$ cat config.mk
export PLATFORM = sky130hd
export DESIGN_NAME = bhq_cell
export DESIGN_NICKNAME = d
export VERILOG_FILES = /design/src/bhq_pkg.sv /design/src/bhq_cell.sv
export SDC_FILE = /design/constraint.sdc
export NUM_CORES = 1
export LEC_CHECK = 0
export ABC_AREA = 1
export BUFFER_PORTS_ARGS = -buffer_cell sky130_fd_sc_hd__buf_2
export CAP_MARGIN = 20
export CELL_PAD_IN_SITES_DETAIL_PLACEMENT = 1
export CELL_PAD_IN_SITES_GLOBAL_PLACEMENT = 1
export CORE_MARGIN = 5
export CORE_UTILIZATION = 25
export CTS_CLUSTER_SIZE = 12
export DETAILED_ROUTE_END_ITERATION = 12
export GPL_TIMING_DRIVEN = 0
export PLACE_DENSITY = 0.81
export SETUP_SLACK_MARGIN = 0.2
export SLEW_MARGIN = 20
export SYNTH_ARGS = -nofsm -noshare
export SYNTH_HDL_FRONTEND = slang
export SYNTH_SLANG_ARGS = --single-unit
$ cat constraint.sdc
create_clock -name clk_i -period 2.3 [get_ports clk_i]
set_clock_uncertainty 0.2 [all_clocks]
set_input_delay 0.115 -clock clk_i [delete_from_list [all_inputs] [get_ports clk_i]]
set_output_delay 0.115 -clock clk_i [all_outputs]
set_load 0.05 [all_outputs]
$ cat src/bhq_pkg.sv
// shared types and constants of the binary max-heap priority queue
package bhq_pkg;

  localparam int unsigned DataW       = 32;
  localparam int unsigned CountW      = 7;
  localparam int unsigned CapacityDef = 64;

  typedef enum logic {
    OP_INSERT = 1'b0,
    OP_DELETE = 1'b1
  } bhq_op_e;

  typedef enum logic [1:0] {
    ST_DONE  = 2'd0,
    ST_FULL  = 2'd1,
    ST_EMPTY = 2'd2
  } bhq_status_e;

  typedef struct packed {
    bhq_op_e                  op;
    logic signed [DataW-1:0]  value;
  } bhq_in_t;

  typedef struct packed {
    bhq_status_e              status;
    logic signed [DataW-1:0]  removed_value;
    logic signed [DataW-1:0]  top_value;
    logic [CountW-1:0]        count;
  } bhq_out_t;

  // one cell's contents as seen by its neighbours
  typedef struct packed {
    logic                     vld;
    logic signed [DataW-1:0]  key;
  } bhq_slot_t;

  // command broadcast to every cell of the row
  typedef struct packed {
    logic                     ins;
    logic                     del;
    logic signed [DataW-1:0]  key;
  } bhq_cmd_t;

endpackage

$ cat src/bhq_cell.sv
// one cell of the sorted row: holds one key, shifts with its neighbours
module bhq_cell (
  input  logic             clk_i,
  input  logic             rst_ni,
  input  bhq_pkg::bhq_cmd_t  cmd_i,
  input  bhq_pkg::bhq_slot_t prev_i,
  input  logic             prev_ge_i,
  input  bhq_pkg::bhq_slot_t next_i,
  output bhq_pkg::bhq_slot_t slot_o,
  output logic             ge_o
);
  import bhq_pkg::*;

  logic                    vld_q, vld_d;
  logic signed [DataW-1:0] key_q, key_d;

  // this cell keeps its key when it holds one that is at least the new one
  assign ge_o = vld_q && (key_q >= cmd_i.key);

  always_comb begin
    vld_d = vld_q;
    key_d = key_q;
    if (cmd_i.del) begin
      // everything moves one place towards the head
      vld_d = next_i.vld;
      key_d = next_i.key;
    end else if (cmd_i.ins && !ge_o) begin
      if (prev_ge_i) begin
        // insertion point
        vld_d = 1'b1;
        key_d = cmd_i.key;
      end else begin
        vld_d = prev_i.vld;
        key_d = prev_i.key;
      end
    end
  end

  always_ff @(posedge clk_i or negedge rst_ni) begin
    if (!rst_ni) begin
      vld_q <= 1'b0;
    end else begin
      vld_q <= vld_d;
    end
  end

  always_ff @(posedge clk_i) begin
    key_q <= key_d;
  end

  assign slot_o.vld = vld_q;
  assign slot_o.key = key_q;

endmodule

==> results_dict.tcl <==
set metrics [dict create \
    outcome "finished with violations" \
    violations "negative setup slack" \
    area_delta_synth_final_pct 68.0 \
    irDropWorstVdd_v 0.000217 \
    power_frac_seq 0.352 \
    synth.distinct_cells 24 \
    rsz0062_at_grt "yes" \
    via_count 3084 \
    p_clk_frac 0.200 \
    start_util 0.252 \
    die_w_um 111 \
    ys_seq_area_frac 0.386 \
    crit_path_max_incr_delay_ps 440 \
    grt_pass1_wl_mm 17.7 \
    die_h_um 111 \
    crit_buf_inv 2 \
    fp-row-count 37 \
    endpoint_kind "output port" \
    n_fill_cell 1275 \
    wl_per_cell_um 16.5 \
    routed_wl_mm 11.1 \
    fin_crit_ps 2520 \
    drc 0 \
    yosysWarnings 0 \
    syn-num-nets 465 \
    clockRootBuffer "clkbuf_8" \
    cp-start-kind "flop" \
    p_switching_uw 911 \
    setup_viol 34 \
    crit_slowest_cell "edfxtp_1" \
    dpl.hpwl_mm 7.51 \
    setup_ws_ps -217 \
    power.density_mw_per_mm2 527 \
    p_sw_frac 0.403 \
    syn-cell-area_mm2 0.00255 \
    cts_buffer_depth 2 \
    path_max_fanout 2 \
    htreeDepth 2 \
    synthArstFlopShare 0.0303 \
    period_share 1.09 \
    layout.nets 674 \
    cap_violations 0 \
    syn_area_per_cell_um2 7.74 \
    final_core_util 0.423 \
    synthFlopType "edfxtp_1" \
    dp.cells 600 \
    final_cells 676 \
    grt_max_degree 17 \
    syn_inst 330 \
    post_dp_cell_area_mm2 0.00343 \
    clk_latency_ps 280 \
    cp_common_cell "nand2_1" \
    pin_count 137 \
    leakagePower_uw 0.00214 \
    antenna_found_initial 0 \
    intPower_uw 1350 \
    drv_slew 0 \
    grt_overflow 0 \
    track_usage 0.176 \
    gp_congestion 0.798 \
    synth_seq_cells 33 \
    path_delay_family "simple AND/OR/NAND/NOR gates" \
    drt_iter0_drc 83 \
    layout-drive-gt1-share 0.317 \
    path_cells "ha_4 -> nand2_4 -> nor2_4 -> nand4_1 -> nor3b_2 -> nand2_1 -> nand2_1 -> nand2_1 -> nand3_2 -> nand2_4 -> inv_2 -> buf_8" \
    hold_viol 0 \
    die-area_mm2 0.0123 \
    cts_buffers 5 \
    dp_worst_setup_slack_ps -345 \
    cts_tree "built" \
    worst_ep_required_time_ps 1990 \
    design_area_mm2 0.00429 \
    worstMarginPinSlew_ps 567 \
    routed_via_density 4.56 \
    cts.sinks 33 \
    clkTransAtPathRegs_ps 80 \
    worstPathArrival_ps 2200 \
    first_pass_iters 4 \
    numPortBuffers 134 \
    crit_type "flop to output port" \
    hold_path_class "input port to flop" \
    synth_edf_count 32 \
    slew_headroom 0.622 \
    power_frac_comb 0.448 \
    core_area_mm2 0.0101 \
    first_global_vias 3533 \
    max_freq_mhz 397 \
    antenna_cells 0 \
    ant_nets 0 \
]
-- tightest hold or removal path: cells and delay by family --
family          cells  cell delay (ps)
compound gates      2              170
buf+inv             1               80
-- cells in the final DEF (no fill, tap or decap), types with 3 or more instances in the layout --
master         netlist  layout
clkbuf_2             0       5
nor2_1              10       9
inv_2                3       4
nand2_8              0       5
nand4_1              3       3
dlygate4sd3_1        0      62
a21oi_1             19      19
o21ai_1             54      55
o21ai_0              8       7
buf_4                1       4
ha_1                32      28
clkbuf_1            13      11
ha_4                 0       4
nand2_1             97      96
inv_1               40      39
buf_2                1     134
nand3_1              3       3
edfxtp_1            32      32
clkbuf_8             0       5
-- synth_stat cells, types with 2 or more instances --
library cell  instances  share of area
a21o_1                2         0.0059
a21oi_1              19          0.037
clkbuf_1             13          0.019
edfxtp_1             32           0.38
ha_1                 32           0.16
inv_1                40          0.059
inv_2                 3         0.0044
nand2_1              97           0.14
nand2_2               4         0.0098
nand3_1               3         0.0059
nand4_1               3         0.0073
nor2_1               10          0.015
o21ai_0               8          0.016
o21ai_1              54           0.11
-- path summary, 6_finish.rpt --
| path | slack, ps | to | from | cells past startpoint |
|---|---|---|---|---|
| worst max-delay path | -220 | ge_o | key_q[23]$_DFFE_PP_ | 12 |
| worst min-delay path | 4 | key_q[15]$_DFFE_PP_ | prev_i[15] | 3 |
| worst max register to register | -180 | key_q[23]$_DFFE_PP_ | key_q[23]$_DFFE_PP_ | 11 |
| worst min register to register | 440 | vld_q$_DFFE_PN0P_ | vld_q$_DFFE_PN0P_ | 2 |
| max in group asynchronous | 1350 | vld_q$_DFFE_PN0P_ | rst_ni | 3 |
| min in group asynchronous | 450 | vld_q$_DFFE_PN0P_ | rst_ni | 3 |
-- timing repair --
action | CTS | global route
buffers inserted | 1 | 2
resized for setup | 5 | 22
hold buffers | 62 | 0
gates cloned | 2 | 1
pin swaps | 5 | 9
endpoints found under the setup margin | 34 | 58
endpoints found under the hold margin | 34 | 0
-- through the flow --
stage,hold WS (ps),TNS [ps],power (µW)
after global placement,-308,-9630,1610
after floorplan,-381,-7130,1360
final,3.60,-5470,2260
after detailed placement,-300,-11290,1630
after global routing,13.2,-10520,2400
after CTS,0.956,-8060,2220
-- power by group through the flow --
stage          clock, µW  combinational, µW  sequential, µW
6_report             453               1010             795
5_1_grt              493               1110             803
4_1_cts              466                963             792
3_5_place_dp           0                829             805
3_3_place_gp           0                809             799
2_1_floorplan          0                334            1030
-- cell type report --
cell class | instances | area, µm² | area share
inverter | 44 | 165 | 0.0385
tap | 136 | 170 | 0.0396
clock buffer | 8 | 80.1 | 0.0187
timing repair buffer | 199 | 1320 | 0.308
sequential | 33 | 986 | 0.230
buffer | 15 | 67.6 | 0.0157
multi-input combinational | 241 | 1500 | 0.349
-- flip-flops by register name (all words and copies together) (netlist names) --
| signal | count |
|---|---|
| vld_q | 1 |
| key_q | 32 |
-- kinds of logic (layout without fill, tap and decap cells) --
group | Yosys count | in the layout | share of synthesized area
buf+inv | 59 | 266 | 0.0886
fa+ha+maj | 32 | 32 | 0.157
simple gates | 120 | 123 | 0.191
flops | 33 | 33 | 0.386
compound gates | 86 | 86 | 0.177
-- per-layer routing --
layer,routed length (µm),track usage
met1,4570,0.201
met2,5960,0.342
met3,440,0.0278
met4,168,0.0397
met5,0,0
Note: power is estimated with default switching activity, not from simulation.
